$ cat src/hw/rtl/sqam_pkg.sv
`timescale 1ns / 1ps
// ----------------------------------------------------------------------------
// sqam_pkg
// Shared types, widths and constants for the square QAM symbol modulator.
// ----------------------------------------------------------------------------
package sqam_pkg;

  // Default sizing of the carrier table and the per-symbol sample limit
  localparam int SQAM_SAMPLES_PER_CYCLE      = 16;
  localparam int SQAM_MAX_SAMPLES_PER_SYMBOL = 64;

  // Field widths
  localparam int SYMBOL_W  = 8;
  localparam int SAMPLE_W  = 22;
  localparam int BPA_W     = 3;
  localparam int SPS_W     = 7;
  localparam int STEP_W    = 16;
  localparam int LEVEL_W   = 5;   // signed level, -15 .. 15
  localparam int TRIG_W    = 16;  // Q1.15 carrier value
  localparam int CFG_IDX_W = 2;

  // Register reset values
  localparam logic [BPA_W-1:0]  BPA_RESET  = 3'd2;
  localparam logic [SPS_W-1:0]  SPS_RESET  = 7'd16;
  localparam logic [STEP_W-1:0] STEP_RESET = 16'd256;

  // Axis width limits
  localparam logic [BPA_W-1:0] BPA_MIN = 3'd1;
  localparam logic [BPA_W-1:0] BPA_MAX = 3'd4;

  // pi/2 in Q2.30
  localparam logic [63:0] HALF_PI_Q30 = 64'd1686629713;

  // Configuration register indexes
  typedef enum logic [CFG_IDX_W-1:0] {
    CFG_BITS_PER_AXIS      = 2'd0,
    CFG_SAMPLES_PER_SYMBOL = 2'd1,
    CFG_AMPLITUDE_STEP     = 2'd2
  } sqam_cfg_idx_t;

  // Control that travels with each sample through the pipeline
  typedef struct packed {
    logic valid;
    logic last;
  } sqam_ctl_t;

endpackage

$ cat src/hw/rtl/square_qam_symbol_modulator_unit.sv
`timescale 1ns / 1ps
// ----------------------------------------------------------------------------
// square_qam_symbol_modulator_unit
// Gray-mapped square QAM modulator: one symbol in, its carrier samples out.
// ----------------------------------------------------------------------------
// Usage:
//   Input channel (in_valid / in_stall / in_symbol) takes one symbol item.
//   Output channel (out_valid / out_stall / out_sample / out_last_sample)
//   gives samples_per_symbol items per symbol, out_last_sample marking the
//   final one. Configuration (cfg_valid / cfg_ready / cfg_index / cfg_data)
//   is always ready; write it only while no symbol is in flight.
// Path: after the edge that accepts a symbol, its first sample passes in turn
//   through the sequencer, table lookup, products, scaling and saturation
//   register.
// Throughput: one sample per cycle while out_stall is low; the sequencer
//   issues samples_per_symbol samples (1 .. MAX_SAMPLES_PER_SYMBOL, 16 by
//   default) per symbol, and the next symbol is taken in the cycle its
//   predecessor's last sample is issued.
// Reset: rst_n low clears the pipeline valid bits and returns the registers
//   to bits_per_axis 2, samples_per_symbol 16, amplitude_step 256.
// Stall: out_stall high on a valid output freezes every stage; nothing is
//   dropped or repeated, and in_stall rises while a symbol is being issued.
// ----------------------------------------------------------------------------
module square_qam_symbol_modulator_unit #(
  parameter int SAMPLES_PER_CYCLE      = sqam_pkg::SQAM_SAMPLES_PER_CYCLE,
  parameter int MAX_SAMPLES_PER_SYMBOL = sqam_pkg::SQAM_MAX_SAMPLES_PER_SYMBOL
) (
  input  logic                                  clk,
  input  logic                                  rst_n,
  input  logic                                  in_valid,
  output logic                                  in_stall,
  input  logic [sqam_pkg::SYMBOL_W-1:0]         in_symbol,
  output logic                                  out_valid,
  input  logic                                  out_stall,
  output logic signed [sqam_pkg::SAMPLE_W-1:0]  out_sample,
  output logic                                  out_last_sample,
  input  logic                                  cfg_valid,
  output logic                                  cfg_ready,
  input  logic [sqam_pkg::CFG_IDX_W-1:0]        cfg_index,
  input  logic [sqam_pkg::STEP_W-1:0]           cfg_data
);

  localparam int PH_W = $clog2(SAMPLES_PER_CYCLE);

  logic                                 adv;
  sqam_pkg::sqam_ctl_t                  seq_ctl, car_ctl, out_ctl;
  logic [PH_W-1:0]                      seq_phase;
  logic signed [sqam_pkg::LEVEL_W-1:0]  seq_li, seq_lq, car_li, car_lq;
  logic [sqam_pkg::STEP_W-1:0]          seq_step, car_step;
  logic signed [sqam_pkg::TRIG_W-1:0]   car_cos, car_sin;
  logic signed [sqam_pkg::SAMPLE_W-1:0] out_data;

  // Whole pipeline moves unless the output register is held
  assign adv       = !(out_ctl.valid && out_stall);
  assign cfg_ready = 1'b1;

  sqam_seq #(
    .SAMPLES_PER_CYCLE      (SAMPLES_PER_CYCLE),
    .MAX_SAMPLES_PER_SYMBOL (MAX_SAMPLES_PER_SYMBOL)
  ) u_seq (
    .clk       (clk),
    .rst_n     (rst_n),
    .in_valid  (in_valid),
    .in_stall  (in_stall),
    .in_symbol (in_symbol),
    .cfg_valid (cfg_valid),
    .cfg_index (cfg_index),
    .cfg_data  (cfg_data),
    .adv       (adv),
    .seq_ctl   (seq_ctl),
    .seq_phase (seq_phase),
    .seq_li    (seq_li),
    .seq_lq    (seq_lq),
    .seq_step  (seq_step)
  );

  sqam_carrier #(
    .SAMPLES_PER_CYCLE (SAMPLES_PER_CYCLE)
  ) u_carrier (
    .clk       (clk),
    .rst_n     (rst_n),
    .adv       (adv),
    .seq_ctl   (seq_ctl),
    .seq_phase (seq_phase),
    .seq_li    (seq_li),
    .seq_lq    (seq_lq),
    .seq_step  (seq_step),
    .car_ctl   (car_ctl),
    .car_cos   (car_cos),
    .car_sin   (car_sin),
    .car_li    (car_li),
    .car_lq    (car_lq),
    .car_step  (car_step)
  );

  sqam_datapath u_datapath (
    .clk      (clk),
    .rst_n    (rst_n),
    .adv      (adv),
    .car_ctl  (car_ctl),
    .car_cos  (car_cos),
    .car_sin  (car_sin),
    .car_li   (car_li),
    .car_lq   (car_lq),
    .car_step (car_step),
    .out_ctl  (out_ctl),
    .out_data (out_data)
  );

  assign out_valid       = out_ctl.valid;
  assign out_last_sample = out_ctl.last;
  assign out_sample      = out_data;

  // No new symbol while the current one still has samples to issue
  a_no_accept_mid_symbol: assert property (@(posedge clk) disable iff (!rst_n)
    (seq_ctl.valid && !seq_ctl.last) |-> in_stall)
    else $error("symbol accepted before the previous one was fully issued");

  // An accepted symbol starts issuing on the next cycle
  a_accept_starts_issue: assert property (@(posedge clk) disable iff (!rst_n)
    (in_valid && !in_stall) |=> seq_ctl.valid)
    else $error("accepted symbol did not start issuing");

  // A held output freezes the lookup stage as well
  a_stall_freezes_lookup: assert property (@(posedge clk) disable iff (!rst_n)
    (out_valid && out_stall) |=> ($stable(car_ctl) && $stable(car_cos) && $stable(car_sin)))
    else $error("lookup stage moved while the output was held");

endmodule

$ cat src/hw/rtl/sqam_seq.sv
`timescale 1ns / 1ps
// ----------------------------------------------------------------------------
// sqam_seq
// Configuration registers, symbol decode and per-symbol sample sequencer.
// Issues one sample descriptor per advancing cycle.
// ----------------------------------------------------------------------------
module sqam_seq #(
  parameter int SAMPLES_PER_CYCLE      = sqam_pkg::SQAM_SAMPLES_PER_CYCLE,
  parameter int MAX_SAMPLES_PER_SYMBOL = sqam_pkg::SQAM_MAX_SAMPLES_PER_SYMBOL,
  localparam int PH_W = $clog2(SAMPLES_PER_CYCLE)
) (
  input  logic                                  clk,
  input  logic                                  rst_n,
  input  logic                                  in_valid,
  output logic                                  in_stall,
  input  logic [sqam_pkg::SYMBOL_W-1:0]         in_symbol,
  input  logic                                  cfg_valid,
  input  logic [sqam_pkg::CFG_IDX_W-1:0]        cfg_index,
  input  logic [sqam_pkg::STEP_W-1:0]           cfg_data,
  input  logic                                  adv,
  output sqam_pkg::sqam_ctl_t                   seq_ctl,
  output logic [PH_W-1:0]                       seq_phase,
  output logic signed [sqam_pkg::LEVEL_W-1:0]   seq_li,
  output logic signed [sqam_pkg::LEVEL_W-1:0]   seq_lq,
  output logic [sqam_pkg::STEP_W-1:0]           seq_step
);

  localparam int CNT_W = $clog2(MAX_SAMPLES_PER_SYMBOL + 1);
  localparam int CMP_W = (CNT_W > sqam_pkg::SPS_W) ? CNT_W : sqam_pkg::SPS_W;
  localparam logic [CMP_W-1:0] N_MAX = CMP_W'(MAX_SAMPLES_PER_SYMBOL);
  localparam logic [PH_W-1:0]  PH_LAST = PH_W'(SAMPLES_PER_CYCLE - 1);

  logic [sqam_pkg::BPA_W-1:0]  bpa_r;
  logic [sqam_pkg::SPS_W-1:0]  sps_r;
  logic [sqam_pkg::STEP_W-1:0] amp_r;

  logic                        busy_r, busy_nxt;
  logic [CNT_W-1:0]            k_r, k_nxt;
  logic [CNT_W-1:0]            last_k_r, last_k_nxt;
  logic [PH_W-1:0]             phase_r, phase_nxt;
  logic signed [sqam_pkg::LEVEL_W-1:0] li_r, lq_r, li_nxt, lq_nxt;
  logic [sqam_pkg::STEP_W-1:0] step_r;

  logic                        issue_last;
  logic                        accept;
  logic [sqam_pkg::BPA_W-1:0]  b_eff;
  logic [CMP_W-1:0]            n_ext, n_eff;
  logic [3:0]                  mask, hi, lo, g_hi, g_lo;

  // Configuration writes
  always_ff @(posedge clk) begin
    if (!rst_n) begin
      bpa_r <= sqam_pkg::BPA_RESET;
      sps_r <= sqam_pkg::SPS_RESET;
      amp_r <= sqam_pkg::STEP_RESET;
    end else if (cfg_valid) begin
      unique case (cfg_index)
        sqam_pkg::CFG_BITS_PER_AXIS:      bpa_r <= cfg_data[sqam_pkg::BPA_W-1:0];
        sqam_pkg::CFG_SAMPLES_PER_SYMBOL: sps_r <= cfg_data[sqam_pkg::SPS_W-1:0];
        sqam_pkg::CFG_AMPLITUDE_STEP:     amp_r <= cfg_data;
        default: ;
      endcase
    end
  end

  // Clamp the registers to their working ranges
  always_comb begin
    if (bpa_r < sqam_pkg::BPA_MIN) begin
      b_eff = sqam_pkg::BPA_MIN;
    end else if (bpa_r > sqam_pkg::BPA_MAX) begin
      b_eff = sqam_pkg::BPA_MAX;
    end else begin
      b_eff = bpa_r;
    end
    n_ext = CMP_W'(sps_r);
    if (n_ext == '0) begin
      n_eff = CMP_W'(1);
    end else if (n_ext > N_MAX) begin
      n_eff = N_MAX;
    end else begin
      n_eff = n_ext;
    end
  end

  // Split the symbol per axis and undo the Gray code
  always_comb begin
    mask   = 4'((5'd1 << b_eff) - 5'd1);
    lo     = in_symbol[3:0] & mask;
    hi     = 4'(in_symbol >> b_eff) & mask;
    g_hi   = hi ^ (hi >> 1) ^ (hi >> 2) ^ (hi >> 3);
    g_lo   = lo ^ (lo >> 1) ^ (lo >> 2) ^ (lo >> 3);
    li_nxt = $signed({1'b0, mask} - {g_hi, 1'b0});
    lq_nxt = $signed({1'b0, mask} - {g_lo, 1'b0});
  end

  // Handshake: a new item is taken once the last sample of the current one leaves
  assign issue_last = busy_r && (k_r == last_k_r);
  assign in_stall   = busy_r && !(adv && issue_last);
  assign accept     = in_valid && !in_stall;

  // Sample counter and carrier phase
  always_comb begin
    busy_nxt   = busy_r;
    k_nxt      = k_r;
    last_k_nxt = last_k_r;
    phase_nxt  = phase_r;
    if (accept) begin
      busy_nxt   = 1'b1;
      k_nxt      = '0;
      last_k_nxt = CNT_W'(n_eff - CMP_W'(1));
      phase_nxt  = '0;
    end else if (busy_r && adv) begin
      if (issue_last) begin
        busy_nxt = 1'b0;
      end else begin
        k_nxt     = k_r + CNT_W'(1);
        phase_nxt = (phase_r == PH_LAST) ? '0 : phase_r + PH_W'(1);
      end
    end
  end

  always_ff @(posedge clk) begin
    if (!rst_n) begin
      busy_r <= 1'b0;
    end else begin
      busy_r <= busy_nxt;
    end
  end

  always_ff @(posedge clk) begin
    k_r      <= k_nxt;
    last_k_r <= last_k_nxt;
    phase_r  <= phase_nxt;
    if (accept) begin
      li_r   <= li_nxt;
      lq_r   <= lq_nxt;
      step_r <= amp_r;
    end
  end

  assign seq_ctl.valid = busy_r;
  assign seq_ctl.last  = (k_r == last_k_r);
  assign seq_phase     = phase_r;
  assign seq_li        = li_r;
  assign seq_lq        = lq_r;
  assign seq_step      = step_r;

endmodule

$ cat src/hw/rtl/sqam_carrier.sv
`timescale 1ns / 1ps
// ----------------------------------------------------------------------------
// sqam_carrier
// Q1.15 cosine/sine table of one carrier period, built at elaboration from a
// truncated Taylor series, and the registered lookup stage.
// ----------------------------------------------------------------------------
module sqam_carrier #(
  parameter int SAMPLES_PER_CYCLE = sqam_pkg::SQAM_SAMPLES_PER_CYCLE,
  localparam int PH_W = $clog2(SAMPLES_PER_CYCLE)
) (
  input  logic                                  clk,
  input  logic                                  rst_n,
  input  logic                                  adv,
  input  sqam_pkg::sqam_ctl_t                   seq_ctl,
  input  logic [PH_W-1:0]                       seq_phase,
  input  logic signed [sqam_pkg::LEVEL_W-1:0]   seq_li,
  input  logic signed [sqam_pkg::LEVEL_W-1:0]   seq_lq,
  input  logic [sqam_pkg::STEP_W-1:0]           seq_step,
  output sqam_pkg::sqam_ctl_t                   car_ctl,
  output logic signed [sqam_pkg::TRIG_W-1:0]    car_cos,
  output logic signed [sqam_pkg::TRIG_W-1:0]    car_sin,
  output logic signed [sqam_pkg::LEVEL_W-1:0]   car_li,
  output logic signed [sqam_pkg::LEVEL_W-1:0]   car_lq,
  output logic [sqam_pkg::STEP_W-1:0]           car_step
);

  // Series term divided by (n+1)(n+2)
  function automatic logic [63:0] div_term(logic [63:0] t, int n);
    logic [63:0] q;
    unique case (n)
      0:       q = t / 64'd2;
      1:       q = t / 64'd6;
      2:       q = t / 64'd12;
      3:       q = t / 64'd20;
      4:       q = t / 64'd30;
      5:       q = t / 64'd42;
      6:       q = t / 64'd56;
      7:       q = t / 64'd72;
      8:       q = t / 64'd90;
      9:       q = t / 64'd110;
      10:      q = t / 64'd132;
      11:      q = t / 64'd156;
      12:      q = t / 64'd182;
      13:      q = t / 64'd210;
      14:      q = t / 64'd240;
      15:      q = t / 64'd272;
      16:      q = t / 64'd306;
      17:      q = t / 64'd342;
      18:      q = t / 64'd380;
      19:      q = t / 64'd420;
      default: q = t;
    endcase
    return q;
  endfunction

  // Alternating Taylor sum in Q2.30
  function automatic longint taylor_q30(logic [63:0] x, logic [63:0] start, int n0);
    logic [63:0] term;
    longint      sum;
    int          n;
    term = start;
    sum  = longint'(start);
    n    = n0;
    for (int k = 0; k < 10; k++) begin
      term = (term * x) >> 30;
      term = (term * x) >> 30;
      term = div_term(term, n);
      n    = n + 2;
      if ((k % 2) == 1) begin
        sum = sum + longint'(term);
      end else begin
        sum = sum - longint'(term);
      end
    end
    return sum;
  endfunction

  // Round Q2.30 to Q1.15, clamp to 0 .. 32767
  function automatic logic [15:0] to_q15(longint v);
    logic [63:0] r;
    r = (v < 0) ? 64'd0 : 64'(v);
    r = (r + 64'd16384) >> 15;
    if (r > 64'd32767) begin
      r = 64'd32767;
    end
    return r[15:0];
  endfunction

  // Carrier value at phase p: sine when want_sin, else cosine
  function automatic logic signed [15:0] carrier_val(int p, logic want_sin);
    int          u;
    int          quad;
    int          rem;
    logic [63:0] x;
    logic [15:0] sv, cv;
    logic signed [15:0] c, s;
    u    = 4 * p;
    quad = (u / SAMPLES_PER_CYCLE) % 4;
    rem  = u % SAMPLES_PER_CYCLE;
    x    = (64'(rem) * sqam_pkg::HALF_PI_Q30) / SAMPLES_PER_CYCLE;
    sv   = to_q15(taylor_q30(x, x, 1));
    cv   = to_q15(taylor_q30(x, 64'd1 << 30, 0));
    unique case (quad)
      0:       begin s = $signed(sv);  c = $signed(cv);  end
      1:       begin s = $signed(cv);  c = -$signed(sv); end
      2:       begin s = -$signed(sv); c = -$signed(cv); end
      default: begin s = -$signed(cv); c = $signed(sv);  end
    endcase
    return want_sin ? s : c;
  endfunction

  logic signed [sqam_pkg::TRIG_W-1:0] cos_tbl [SAMPLES_PER_CYCLE];
  logic signed [sqam_pkg::TRIG_W-1:0] sin_tbl [SAMPLES_PER_CYCLE];

  // Constant table, one entry per phase
  for (genvar g = 0; g < SAMPLES_PER_CYCLE; g++) begin : g_tbl
    assign cos_tbl[g] = carrier_val(g, 1'b0);
    assign sin_tbl[g] = carrier_val(g, 1'b1);
  end

  sqam_pkg::sqam_ctl_t                  ctl_r;
  logic signed [sqam_pkg::TRIG_W-1:0]   cos_r, sin_r;
  logic signed [sqam_pkg::LEVEL_W-1:0]  li_r, lq_r;
  logic [sqam_pkg::STEP_W-1:0]          step_r;

  // Lookup stage
  always_ff @(posedge clk) begin
    if (!rst_n) begin
      ctl_r <= '0;
    end else if (adv) begin
      ctl_r <= seq_ctl;
    end
  end

  always_ff @(posedge clk) begin
    if (adv) begin
      cos_r  <= cos_tbl[seq_phase];
      sin_r  <= sin_tbl[seq_phase];
      li_r   <= seq_li;
      lq_r   <= seq_lq;
      step_r <= seq_step;
    end
  end

  assign car_ctl  = ctl_r;
  assign car_cos  = cos_r;
  assign car_sin  = sin_r;
  assign car_li   = li_r;
  assign car_lq   = lq_r;
  assign car_step = step_r;

endmodule

$ cat src/hw/rtl/sqam_datapath.sv
`timescale 1ns / 1ps
// ----------------------------------------------------------------------------
// sqam_datapath
// Level-by-carrier products, amplitude scaling, floor shift by 15 and
// saturation to 22 bits, in three register stages.
// ----------------------------------------------------------------------------
module sqam_datapath (
  input  logic                                  clk,
  input  logic                                  rst_n,
  input  logic                                  adv,
  input  sqam_pkg::sqam_ctl_t                   car_ctl,
  input  logic signed [sqam_pkg::TRIG_W-1:0]    car_cos,
  input  logic signed [sqam_pkg::TRIG_W-1:0]    car_sin,
  input  logic signed [sqam_pkg::LEVEL_W-1:0]   car_li,
  input  logic signed [sqam_pkg::LEVEL_W-1:0]   car_lq,
  input  logic [sqam_pkg::STEP_W-1:0]           car_step,
  output sqam_pkg::sqam_ctl_t                   out_ctl,
  output logic signed [sqam_pkg::SAMPLE_W-1:0]  out_data
);

  localparam int PP_W   = sqam_pkg::LEVEL_W + sqam_pkg::TRIG_W;   // 21
  localparam int SUM_W  = PP_W + 1;                               // 22
  localparam int PROD_W = SUM_W + sqam_pkg::STEP_W + 1;           // 39
  localparam int Y_W    = PROD_W - 15;                            // 24
  localparam logic signed [Y_W-1:0] Y_MAX = Y_W'((1 << (sqam_pkg::SAMPLE_W - 1)) - 1);
  localparam logic signed [Y_W-1:0] Y_MIN = -Y_W'(1 << (sqam_pkg::SAMPLE_W - 1));

  sqam_pkg::sqam_ctl_t ctl2_r, ctl3_r, ctl4_r;

  logic signed [PP_W-1:0]   pi_r, pq_r, pi_nxt, pq_nxt;
  logic [sqam_pkg::STEP_W-1:0] step2_r;
  logic signed [SUM_W-1:0]  sum;
  logic signed [PROD_W-1:0] prod_r, prod_nxt;
  logic signed [Y_W-1:0]    y;
  logic signed [sqam_pkg::SAMPLE_W-1:0] sample_r, sample_nxt;

  // Stage 2: per-axis products
  assign pi_nxt = PP_W'(car_li) * PP_W'(car_cos);
  assign pq_nxt = PP_W'(car_lq) * PP_W'(car_sin);

  // Stage 3: sum and amplitude scale
  assign sum      = SUM_W'(pi_r) + SUM_W'(pq_r);
  assign prod_nxt = PROD_W'(sum) * PROD_W'($signed({1'b0, step2_r}));

  // Stage 4: arithmetic shift rounds toward minus infinity, then saturate
  assign y = Y_W'(prod_r >>> 15);
  always_comb begin
    if (y > Y_MAX) begin
      sample_nxt = sqam_pkg::SAMPLE_W'(Y_MAX);
    end else if (y < Y_MIN) begin
      sample_nxt = sqam_pkg::SAMPLE_W'(Y_MIN);
    end else begin
      sample_nxt = sqam_pkg::SAMPLE_W'(y);
    end
  end

  // Control valid bits
  always_ff @(posedge clk) begin
    if (!rst_n) begin
      ctl2_r <= '0;
      ctl3_r <= '0;
      ctl4_r <= '0;
    end else if (adv) begin
      ctl2_r <= car_ctl;
      ctl3_r <= ctl2_r;
      ctl4_r <= ctl3_r;
    end
  end

  // Payload
  always_ff @(posedge clk) begin
    if (adv) begin
      pi_r     <= pi_nxt;
      pq_r     <= pq_nxt;
      step2_r  <= car_step;
      prod_r   <= prod_nxt;
      sample_r <= sample_nxt;
    end
  end

  assign out_ctl  = ctl4_r;
  assign out_data = sample_r;

endmodule

$ cat config.mk
export PLATFORM = sky130hd
export DESIGN_NAME = square_qam_symbol_modulator_unit
export DESIGN_NICKNAME = d
export VERILOG_FILES = /design/src/hw/rtl/sqam_pkg.sv /design/src/hw/rtl/square_qam_symbol_modulator_unit.sv /design/src/hw/rtl/sqam_seq.sv /design/src/hw/rtl/sqam_carrier.sv /design/src/hw/rtl/sqam_datapath.sv
export SDC_FILE = /design/constraint.sdc
export NUM_CORES = 2
export LEC_CHECK = 0
export ABC_CLOCK_PERIOD_IN_PS = 12500
export BUFFER_PORTS_ARGS = -buffer_cell sky130_fd_sc_hd__buf_2
export CAP_MARGIN = 20
export CORE_MARGIN = 5
export CORE_UTILIZATION = 33
export DETAILED_ROUTE_END_ITERATION = 16
export GPL_TIMING_DRIVEN = 0
export PLACE_DENSITY_LB_ADDON = 0.1
export SLEW_MARGIN = 20
export SYNTH_ARGS = -nofsm -noshare
export SYNTH_HDL_FRONTEND = slang
export SYNTH_HIERARCHICAL = 1
export SYNTH_SLANG_ARGS = --single-unit
$ cat constraint.sdc
create_clock -name clk -period 12.5 [get_ports clk]
set_input_delay 1.25 -clock clk [delete_from_list [all_inputs] [get_ports clk]]
set_output_delay 1.25 -clock clk [all_outputs]
set_load 0.01 [all_outputs]
==> metrics.yaml <==
status: "completed"
rsz0062_at_grt: "false"
synth.largest_area_cell: "fa_1"
cts_tree: "done"
dr.pass1.iters: 5
synth_compound_area_share_pct: 7.46
critPathArrivalTime_ns: 10.13
fin_crit_ns: 9.78
port_buffers: 55
gp_congestion: 0.869
grt_usage_pct: 16.0
max_slew.worst_pin.slew_ns: 1.11
synthDistinctLibCells: 81
cp-start-kind: "register"
slowest_delay_ns: 0.87
wirelength_mm: 72.0
post_cts_resized: 0
clock_latency_ns: 0.61
finalSetupViolations: 0
drive_above_1_share_pct: 5.20
max_freq_mhz: 102
ys_seq_area_share_pct: 23.0
ys_ff_latch: 232
cpMostUsedCell: "fa_1"
yosysWarnings: 6
multiInputGateArea_um2: 19300
synth_top_area_share_pct: 31.4
die_h_um: 303
yosys.area_share.simple_pct: 15.9
met3_length_mm: 2.39
crit_required_ns: 12.85
coreArea_um2: 85100
postRouteAntennaNets: 0
slew_viol_final: 0
synth_area_leaders: "fa_1, edfxtp_1, ha_1, inv_1, and2_1"
hold_buffers: 0
max_slew_margin_pct: 25.6
clock_sinks: 232
async_flop_share_pct: 0
htree_levels: 1
synth_edf_count: 186
drt-vias-per-instance: 4.67
fin_crit_sh_pct: 78.2
num_rows: 107
first_iter_violations: 864
crit_path_max_fanout: 10
syn_avg_cell_area_um2: 9.88
final-hold-violation-count: 0
synth_nets: 3552
grt_pass1_vias: 20800
via_count: 19300
cts_made_buffers: 29
fp.dieW_um: 303
io_pins: 57
synth_fa_ha_area_share_pct: 40.7
grt_pass1_wl_mm: 116
min_path_type: "register to register"
synth_xor_area_share_pct: 2.94
critPathSlowestCell: "xor2_1"
synthMuxAreaShare_pct: 1.13
met1_length_mm: 32.0
top_layer: "met4"
area_delta_synth_final_pct: 9.66
hpwl_mm: 60.0
remaining_drc_errors: 0
crit_type: "register to register"
root_buffer: "clkbuf_16"
final_nets: 3642
setup-tns-final_ns: 0
clk_pin_slew_ns: 0.06
fillerInstances: 8701
wl_per_cell_um: 17.4
ff_latch_area_um2: 6510
skew_ns: 0.0265
synth_ff_type: "edfxtp_1"
clock_path_buffers: 3
start_util_pct: 33.3
grt.overflow.total: 0
antenna_found_initial: 0
netlist_area_um2: 28300
post_cts_buffers: 0
dieArea_um2: 91800
grt_max_degree: 54
syn-instance-count: 2869
endpoint_kind: "register"
cap_violations: 0
synth_top_family_by_area: "adder cells"
met2WireLength_mm: 35.9
## cells by family (layout without fill, tap and decap cells)
logic type / after synthesis / after routing
and+or+nand+nor: 904 / 904
adders and majority gates: 656 / 656
buffers and inverters: 643 / 755
AOI/OAI and AO/OA: 305 / 305
DFF: 232 / 232
xor gates and xnor gates: 95 / 95
muxes: 32 / 32
other: 2 / 4
## routing by layer
layer  track usage, %  vias to the layer above
li1                 -                     9248
met1             21.0                     9700
met2             28.7                      267
met3             1.89                       74
met4             3.41                        0
met5                0                        -
## flip-flops by register name, summed over array words and instances, names as in the netlist, 7 cells and up
name and flops:
u_seq/last_k_r 7, u_datapath/step2_r 16, u_datapath/prod_r 24, u_datapath/out_data 22
u_datapath/pi_r 21, u_datapath/pq_r 21, u_seq/seq_step 16, u_seq/k_r 7
u_carrier/car_cos 12, u_carrier/car_step 16, u_seq/n_ext 7, u_carrier/car_sin 12
u_seq/amp_r 16
## final timing paths
path                      startpoint               endpoint  slack [ns]  cells past startpoint
setup reg to reg  u_datapath/pi_r[0]  u_datapath/prod_r[37]        2.72                     28
hold reg to reg    u_seq/seq_step[9]  u_carrier/car_step[9]        0.41                      0
setup / recovery  u_datapath/pi_r[0]  u_datapath/prod_r[37]        2.72                     28
hold / removal     u_seq/seq_step[9]  u_carrier/car_step[9]        0.41                      0
## through the flow
step / setup slack (ns) / util [%] / hold WS, ns / instances / cell area, µm²
2_1_floorplan: 4.43 / - / 0.400 / 2869 / 28300
3_3_place_gp: 2.46 / 35.3 / 0.401 / 4068 / 30000
3_5_place_dp: 2.55 / 35.4 / 0.405 / 4071 / 30100
4_1_cts: 2.56 / 36.5 / 0.419 / 4124 / 31100
5_1_grt: 2.12 / 36.5 / 0.423 / 4125 / 31100
6_report: 2.72 / 36.5 / 0.411 / 4127 / 31100
## cells in the final DEF (no fill, tap or decap), drive strengths merged, types with 66 or more instances in the layout
cell	instances
nand2	365
clkbuf	137
and2	222
ha	208
xnor2	66
inv	518
fa	444
edfxtp	186
buf	89
nor2	125
## synth_stat cells, types with 7 or more instances
cell type	instances
o211ai_1	10
nand2_1	363
a21o_1	30
mux2i_1	31
nand2b_1	41
buf_2	13
o21ai_0	45
dfxtp_1	46
clkbuf_1	96
fa_1	444
ha_1	208
nor2b_1	31
nor3_1	20
and2_1	222
edfxtp_1	186
nand3_1	18
o311a_1	7
nor2_1	125
a21oi_1	64
nor3b_1	27
nand4b_1	11
xnor2_1	66
inv_1	514
a31oi_1	22
buf_4	12
a211oi_1	16
a21boi_0	14
o21a_1	15
xor2_1	29
and3_1	15
## critical path: cells and delay by family, from the launching register on
family          cells  cell delay (ns)
compound gates      9             2.58
xor+xnor            1             0.87
fa+ha+maj           9             4.11
buf+inv             5             0.89
flops               1             0.37
simple gates        4             0.69
## cell type report
| cell class | instances | share of cell area (%) |
|---|---|---|
| clock inverters | 14 | 0.399 |
| plain buffers | 128 | 1.88 |
| inverters | 515 | 6.23 |
| flip-flops and latches | 232 | 20.9 |
| clock buffers | 39 | 2.59 |
| well taps | 1144 | 4.61 |
| multi-input cells | 1994 | 62.2 |
| diodes | 2 | 0.0161 |
| repair buffers | 59 | 1.13 |
Power is not shown: default switching activity piles up to over one toggle a cycle in this logic, so the estimate is an artifact.
